`config.mk`:
```
export PLATFORM = sky130hd
export DESIGN_NAME = oiset_cdiv
export DESIGN_NICKNAME = d
export VERILOG_FILES = /design/src/rtl/oiset_cdiv.sv
export SDC_FILE = /design/constraint.sdc
export NUM_CORES = 1
export LEC_CHECK = 0
export BUFFER_PORTS_ARGS = -buffer_cell sky130_fd_sc_hd__buf_2
export CELL_PAD_IN_SITES_DETAIL_PLACEMENT = 1
export CELL_PAD_IN_SITES_GLOBAL_PLACEMENT = 1
export CORE_MARGIN = 3
export CORE_UTILIZATION = 21
export DETAILED_ROUTE_END_ITERATION = 8
export PLACE_DENSITY_LB_ADDON = 0.3
export SYNTH_ARGS = -nofsm -noshare
export SYNTH_HDL_FRONTEND = slang
export SYNTH_SLANG_ARGS = --single-unit
```
`constraint.sdc`:
```
create_clock -name clk -period 0.8 [get_ports clk]
set_clock_uncertainty 0.05 [all_clocks]
set_input_delay 0 -clock clk [delete_from_list [all_inputs] [get_ports clk]]
set_output_delay 0 -clock clk [all_outputs]
set_load 0.005 [all_outputs]
```
`src/rtl/oiset_cdiv.sv`:
```
`default_nettype none

// divide by a constant through a reciprocal; quotient registered
module oiset_cdiv #(
  parameter int X_BITS  = 12,
  parameter int DIVISOR = 64
) (
  input  wire logic                       clk,
  input  wire logic [X_BITS-1:0]          x,
  output logic [X_BITS-1:0]               q,
  output logic [$clog2(DIVISOR)-1:0]      r
);

  localparam int RB    = $clog2(DIVISOR);
  localparam int S     = X_BITS + RB;
  localparam int RECIP = ((1 << S) + DIVISOR - 1) / DIVISOR;
  localparam int PW    = X_BITS + S + 1;

  logic [PW-1:0]     prod;
  logic [X_BITS-1:0] q_r;
  logic [X_BITS-1:0] x_r;

  assign prod = PW'(x) * PW'(RECIP);

  always_ff @(posedge clk) begin
    q_r <= prod[S +: X_BITS];
    x_r <= x;
  end

  assign q = q_r;
  assign r = RB'(x_r - X_BITS'(int'(q_r) * DIVISOR));

endmodule

`default_nettype wire

```
==> key figures <==
Clock tree
  • Clock Path Buffers: 2
  • Maximum level of the CTS H-tree: 1
  • TritonCTS clock tree: built
  • Sink count of the clock tree: 12
  • Buffer count from post-CTS setup fixing: 0
  • CTS Buf Count: 3
  • Cell at the root of the clock tree: sky130_fd_sc_hd__clkbuf_4
  • # resized after CTS: 0
  • CTS clock-pin slew for the worst setup and hold paths: 70 ps

Floorplanning
  • Core box area: 1201 um^2
  • Initial core utilization: ~24%
  • Site row count: 12
  • Vertical die dimension: roughly 43 um
  • I/O Pins: 31
  • Total Die Area: between 1500 and 2000 um^2
  • Chip width: 43.10 um

Route
  • Drt initial violations: 0
  • Number of remaining DRC errors: 0
  • Overall via count from detail_route: ~260
  • Drt first pass iters: 1
  • Via density per instance: 3.556
  • WL final: roughly 800 um
  • Mean routed wirelength per cell: around 11 um
  • Routed Antenna Nets: 0

Layout
  • Synth-to-layout area growth: 92.64%
  • Net count of the finished layout: 72
  • Antenna cells: 0
  • Fraction of the core area covered by cells at the end of the flow: a little under half
  • Layout cell share with drive strength beyond 1: 48.28%

Synth
  • Top cell type by total area after synthesis: sky130_fd_sc_hd__dfxtp_1
  • Share of async-settable or async-resettable flops after synthesis: 0%
  • Most instantiated flip-flop cell in the synthesis netlist: sky130_fd_sc_hd__dfxtp_1
  • Largest cells by area after synthesis: sky130_fd_sc_hd__dfxtp_1 (83%), sky130_fd_sc_hd__buf_4 (16%), sky130_fd_sc_hd__conb_1 (1.3%)
  • Post-Syn Instances: 19
  • Netlist area before placement: 289.0 um^2
  • Warnings from Yosys: 0
  • Leading cell type by number of instances after synthesis: sky130_fd_sc_hd__dfxtp_1
  • Number of enable flip-flop cells after synthesis: 0
  • Sequential cell area fraction in the yosys report: 83.12%
  • Most instantiated cells after synthesis: sky130_fd_sc_hd__dfxtp_1 (12), sky130_fd_sc_hd__buf_4 (6), sky130_fd_sc_hd__conb_1 (1)
  • Synthesized area divided by synthesized cell count: 15.21 um^2
  • Unique masters post-synth: 3
  • Share of Yosys cell area claimed by the top area cell type: 83.12%
  • Synthesized flop and latch total: 12

STA
  • Setup_tns: 0 ps
  • Min cycle time layout: 735.3 ps
  • RSZ-0062 raised after global routing: false
  • Period utilisation layout: 91.91%
  • Number of max-slew violations in the final report: 0
  • Final setup vio count: 0
  • Top achievable clock speed: ~1400 MHz
  • Hold Vio Cnt, Final: 0

Setup path
  • Data arrival time of the critical path: 690 ps
  • Gate family responsible for the most delay along the worst path: flip-flops
  • Endpoint kind of the worst setup timing path: output port
  • Type of the worst setup path: flop to output port
  • Highest-delay cell along the critical path: sky130_fd_sc_hd__dfxtp_1
  • Cell-by-cell trace of the critical path: buf_2
  • Capture point of the worst path: r[1]
  • Startpoint kind of the worst setup timing path: flop
  • WP depth: 1
  • Worst endpoint required time: 750 ps
  • Max Fanout on Critical Path: 1
  • Worst stage delay on the critical path: 310 ps
  • Worst path buffer plus inverter count: 1
  • Worst setup path startpoint: x_r[1]$_DFF_P_

Outcome
  • Status: finished, final reports clean

Power and ir drop
  • Leakage: 0.2862 nW
  • Power density over the cells: 2176 nW/um^2
  • Maximum ir drop on the vdd rail: 1.117 mV

Global route
  • Final global-route overflow total: 0
  • Global-route wire length before repair: 1.131 mm
  • All-layer global routing usage: 8.927%
  • Largest net degree at the start of global routing: 8
  • Number of global-route vias before repair: 264
  • Number of antenna violations at the first check in global routing: 0

Run
  • Max Cap Violations: 0

Hold path
  • Min-delay worst type: input pin to flop

Placement
  • IO buf count: 24
  • Routability cong.: 0.5482
[worst min path at each step]
stage | from | end | slack (ps) | depth (start not counted)
6_report | x[3] | x_r[3]$_DFF_P_ | 320 | 2
5_1_grt | x[10] | q[4]$_DFF_P_ | 310 | 2
4_1_cts | x[5] | x_r[5]$_DFF_P_ | 310 | 2
3_5_place_dp | x[5] | x_r[5]$_DFF_P_ | 50 | 1
3_3_place_gp | x[1] | x_r[1]$_DFF_P_ | 50 | 1
2_1_floorplan | x[6] | q[0]$_DFF_P_ | -20 | 0
[stage by stage]
stage / total power, mW / cells / instance area (um^2) / setup slack, ps / hold slack [ps]
after CTS: 1.228 / 72 / 556.8 / 46.25 / 307.0
after floorplan: 0.6834 / 24 / 307.8 / 452.0 / -22.28
after global placement: 0.7169 / 56 / 400.4 / 360.7 / 52.15
after detailed placement: 0.7210 / 56 / 400.4 / 341.7 / 54.07
after global routing: 1.275 / 72 / 556.8 / 6.682 / 314.4
final: 1.212 / 72 / 556.8 / 64.70 / 321.8
[flip-flops by register name (all words and copies together) (netlist names)]
register  count
q             6
x_r           6
[cells in the final DEF (no fill, tap or decap)]
cell type and count:
sky130_fd_sc_hd__buf_2 24, sky130_fd_sc_hd__dlygate4sd3_1 12, sky130_fd_sc_hd__dfxtp_1 12, sky130_fd_sc_hd__conb_1 6, sky130_fd_sc_hd__clkbuf_4 3, sky130_fd_sc_hd__clkbuf_8 1
[power breakdown]
part / internal [mW] / leakage [nW] / switching [mW]
Sequential: 0.629 / 0.101 / 0.00680
Combinational: 0.0784 / 0.164 / 0.0387
Clock: 0.276 / 0.0210 / 0.183
Total: 0.983 / 0.286 / 0.228
[routing by layer]
metal / vias up / routed length [um] / global-route usage (%)
li1: 122 / - / -
met1: 121 / 187 / 4.822
met2: 13 / 527 / 19.17
met3: 0 / 66 / 5.932
met4: 0 / 0 / 3.614
met5: - / 0 / 0
[what timing repair did]
item,CTS,global route
endpoints found under the setup margin,0,0
hold buffers,12,0
endpoints found under the hold margin,12,0
[final cells by class]
type | count | area (um^2)
well taps | 14 | 17.52
flip-flops and latches | 12 | 240.2
fillers | 147 | 644.4
clock buffers | 4 | 36.28
multi-input cells | 6 | 22.52
repair buffers | 36 | 240.2
[cell families (layout without fill, tap and decap cells)]
group	after synthesis	in the layout	synth area share, %
DFF	12	12	83.12
buffers and inverters	6	40	15.58
other	1	6	1.297
No activity file was read; power rests on OpenSTA's default activity.
