### src/rtl/oiset_pkg.sv
`default_nettype none

package oiset_pkg;

  // command codes carried on in_tuser
  localparam int CMD_W = 3;
  localparam logic [CMD_W-1:0] CMD_INSERT   = 3'd0;
  localparam logic [CMD_W-1:0] CMD_REMOVE   = 3'd1;
  localparam logic [CMD_W-1:0] CMD_CONTAINS = 3'd2;
  localparam logic [CMD_W-1:0] CMD_SUCC     = 3'd3;
  localparam logic [CMD_W-1:0] CMD_PRED     = 3'd4;
  localparam logic [CMD_W-1:0] CMD_MIN      = 3'd5;
  localparam logic [CMD_W-1:0] CMD_MAX      = 3'd6;

  // universe register
  localparam int CFG_W     = 4;
  localparam int CFG_RESET = 12;

  // bit scan control
  typedef struct packed {
    logic down;     // search towards bit 0
    logic bounded;  // apply the start-bit mask
  } scan_ctl_t;

endpackage

`default_nettype wire

### src/rtl/oiset_scan.sv
`default_nettype none

// masked priority encoder, lowest or highest set bit
module oiset_scan import oiset_pkg::*; #(
  parameter int WORD_BITS = 64
) (
  input  wire logic [WORD_BITS-1:0]         word,
  input  wire logic [$clog2(WORD_BITS)-1:0] from_bit,
  input  wire scan_ctl_t                    ctl,
  output logic                              hit,
  output logic [$clog2(WORD_BITS)-1:0]      idx
);

  localparam int BIT_W = $clog2(WORD_BITS);

  logic [WORD_BITS-1:0] mask;
  logic [WORD_BITS-1:0] m;
  logic [WORD_BITS-1:0] mo;
  logic [WORD_BITS-1:0] oh;
  logic [BIT_W-1:0]     enc;

  always_comb begin
    if (!ctl.bounded) begin
      mask = '1;
    end else if (ctl.down) begin
      mask = {WORD_BITS{1'b1}} >> (BIT_W'(WORD_BITS - 1) - from_bit);
    end else begin
      mask = {WORD_BITS{1'b1}} << from_bit;
    end
    m = word & mask;
    // reverse for a downward search so both ways take the lowest bit
    for (int i = 0; i < WORD_BITS; i++) begin
      mo[i] = ctl.down ? m[WORD_BITS-1-i] : m[i];
    end
    oh  = mo & (~mo + WORD_BITS'(1));
    enc = '0;
    for (int i = 0; i < WORD_BITS; i++) begin
      if (oh[i]) begin
        enc = enc | BIT_W'(i);
      end
    end
  end

  assign hit = |m;
  assign idx = ctl.down ? BIT_W'(WORD_BITS - 1) - enc : enc;

endmodule

`default_nettype wire

### config.mk
export PLATFORM = sky130hd
export DESIGN_NAME = oiset_scan
export DESIGN_NICKNAME = d
export VERILOG_FILES = /design/src/rtl/oiset_pkg.sv /design/src/rtl/oiset_scan.sv
export SDC_FILE = /design/constraint.sdc
export NUM_CORES = 1
export LEC_CHECK = 0
export BUFFER_PORTS_ARGS = -buffer_cell sky130_fd_sc_hd__buf_2
export CELL_PAD_IN_SITES_DETAIL_PLACEMENT = 1
export CELL_PAD_IN_SITES_GLOBAL_PLACEMENT = 1
export CORE_ASPECT_RATIO = 1.2
export CORE_MARGIN = 3
export CORE_UTILIZATION = 30
export DETAILED_ROUTE_END_ITERATION = 8
export PLACE_DENSITY = 0.67
export SYNTH_ARGS = -nofsm -noshare
export SYNTH_HDL_FRONTEND = slang
export SYNTH_SLANG_ARGS = --single-unit
export TNS_END_PERCENT = 10
### constraint.sdc
create_clock -name vclk -period 7
set_input_delay 0.7 -clock vclk [all_inputs]
set_output_delay 0.7 -clock vclk [all_outputs]
set_load 0.05 [all_outputs]
==> metrics.csv <==
metric,value,unit
drt via density,7.375,
Mapped Cells,859,
Worst slew margin,0.2031,
critical path cell sequence,"buf_2, buf_4, nor2b_2, a22oi_1, o21ai_1, nand4_2, a2111oi_4, nand3_2, nor2_1, o211ai_1, o2111ai_1, and3b_1, xnor2_1, buf_2",
hold_buf cts,0,
Antenna Diode Count,0,
Final #Nets,955,
YS warnings,0,
vias in the first global route,8016,
Crit Path Class,in2out,
flip-flop and latch count,0,
DIE HEIGHT,155.0,um
CP endpoint kind,primary output,
Synth Area in Simple Gates,0.3443,
hold path endpoint,hit,
setup repair after global routing missed its margin,no,
max cap viols,0,
HP Start,word[18],
Synth Area in XOR/XNOR,0.009470,
I/O Pins,79,
largest family of logic cells by synthesized area,compound AO/OA/AOI/OAI gates,
Worst Path Required,6300,ps
Core Area,17840,um2
PostCTS Resize Cnt,0,
Area growth syn-to-layout,4.803,%
routed wire length,33.73,mm
initial antenna violation count,0,
Synth cell types,106,
clk_buf instances,0,
mux share of post-synthesis cell area,0.01917,
"commonest cells after routing, fill and taps aside","o21ai_0 (90), nand2_1 (83), buf_2 (78), a21oi_1 (61), nor2_1 (55)",
Crit path top cell by count,buf_2,
sequential power share,0,
post-synth net total,931,
post-detail-place hpwl,26.31,mm
Peak VDD IR,0.03473,mV
final slew viol count,0,
Initial Util,0.3111,
Sequential Area,0,um2
DRC,0,
Crit Path Max Fanout,45,
Critical Path Start Type,input pin,
clock power share,0,
wire length per cell,30.63,um
compound-gate portion of the synthesized area,0.5132,
Pwr per Cell Area,79.31,nW/um2
First DRT Iteration DRCs,1170,
Hold Path Class,in2out,
die width,130.2,um
Cell Int Power,132.6,uW
CP max stage delay,610,ps
pin count of the biggest net entering global routing,54,
CP arrival,5290,ps
GPL Wtd Cong,1.059,
Mean Syn Cell Area,6.460,um2
fillers,2347,
GR Util All Layers,0.3203,
switching part of the total,0.7124,
# port buffers,79,
setup repair bufs after CTS,0,
Final Hold Fails,0,
Pleak,2.036,nW
area of the multi-input gates,4917,um2
final setup fails,0,
FMAX,166.9,MHz
slowest CP cell,buf_2,
via count,8120,
setup TNS,0,ps
die area,20170,um2
run status,completed,
layout cells sized above 1,0.1748,
dpl cell area,5816,um2
Tmin final,5990,ps
Final ANT Viol Nets,0,
fin crit share,0.8557,
"most common cell after layout, fill and taps aside",o21ai_0,
power share of the combinational group,1.000,
site row count,53,
Pre-antenna DRT Iters,6,
synthesized area,5549,um2
WHS Path Cells,6,
register area share after synthesis,0,
cell area after layout,5816,um2
first-pass GRT wire length,49.98,mm
Worst-Margin Slew,1191,ps
switching power,328.6,uW
total congestion overflow,0,
adder-cell share of the synthesized area,0,
==> Yosys cell counts, types with 20 or more instances <==
cell type | number | area (um2)
nand4_1 | 20 | 125.1
nand3_1 | 38 | 190.2
nor2_1 | 55 | 206.5
o21ai_0 | 90 | 450.4
nand2_1 | 83 | 311.6
a21oi_1 | 61 | 305.3
a31oi_1 | 23 | 143.9
buf_6 | 21 | 236.5
nor3_1 | 30 | 150.1
o211ai_1 | 28 | 210.2
inv_1 | 21 | 78.83
buf_2 | 21 | 105.1
==> power groups by stage <==
stage	sequential, mW	combinational, mW	clock, mW
after floorplan	0	0.292	0
after global placement	0	0.437	0
after detailed placement	0	0.438	0
after CTS	0	0.440	0
after global routing	0	0.482	0
final	0	0.461	0
==> through the flow <==
stage | utilization | power, mW | hold WS (ps) | setup slack, ps | std cells
final | 0.3260 | 0.4612 | 2189 | 1010 | 1101
after global routing | 0.3260 | 0.4822 | 2230 | 700.9 | 1101
after CTS | 0.3260 | 0.4398 | 2171 | 1167 | 1101
after detailed placement | 0.3260 | 0.4378 | 2167 | 1171 | 1101
after global placement | 0.3260 | 0.4371 | 2186 | 1209 | 1101
after floorplan | - | 0.2923 | 1908 | 2008 | 859
==> worst max-delay path, delay by kind of cell <==
family,cells,cell delay [ps]
and+or+nand+nor,5,1570
AOI/OAI and AO/OA,5,1490
buffers and inverters,3,1370
xor gates and xnor gates,1,120
==> cell families after synthesis <==
kind of cell	after synthesis
AOI/OAI and AO/OA	404
and+or+nand+nor	341
xor gates and xnor gates	6
buffers and inverters	98
muxes	10
==> cell type report <==
cell class / count / area share
inverter: 22 / 0.01420
multi-input combinational: 761 / 0.8455
tap: 220 / 0.04733
timing repair buffer: 98 / 0.09294
==> routing by layer <==
metal | vias to the layer above | share of wire | track usage
li1 | 3469 | - | -
met1 | 3889 | 0.38 | 0.4243
met2 | 615 | 0.43 | 0.4841
met3 | 147 | 0.11 | 0.05907
met4 | 0 | 0.071 | 0.1787
met5 | - | 0 | 0
==> worst max-delay path by stage <==
stage | slack, ps | endpoint | cells after the start | start
after floorplan | 2010 | idx[5] | 16 | ctl[1]
after global placement | 1210 | idx[5] | 14 | from_bit[4]
after detailed placement | 1170 | idx[5] | 14 | from_bit[4]
after CTS | 1170 | idx[5] | 14 | from_bit[4]
after global routing | 700 | idx[5] | 14 | ctl[0]
final | 1010 | idx[5] | 14 | ctl[0]
Power figures use the tool's default switching activity.
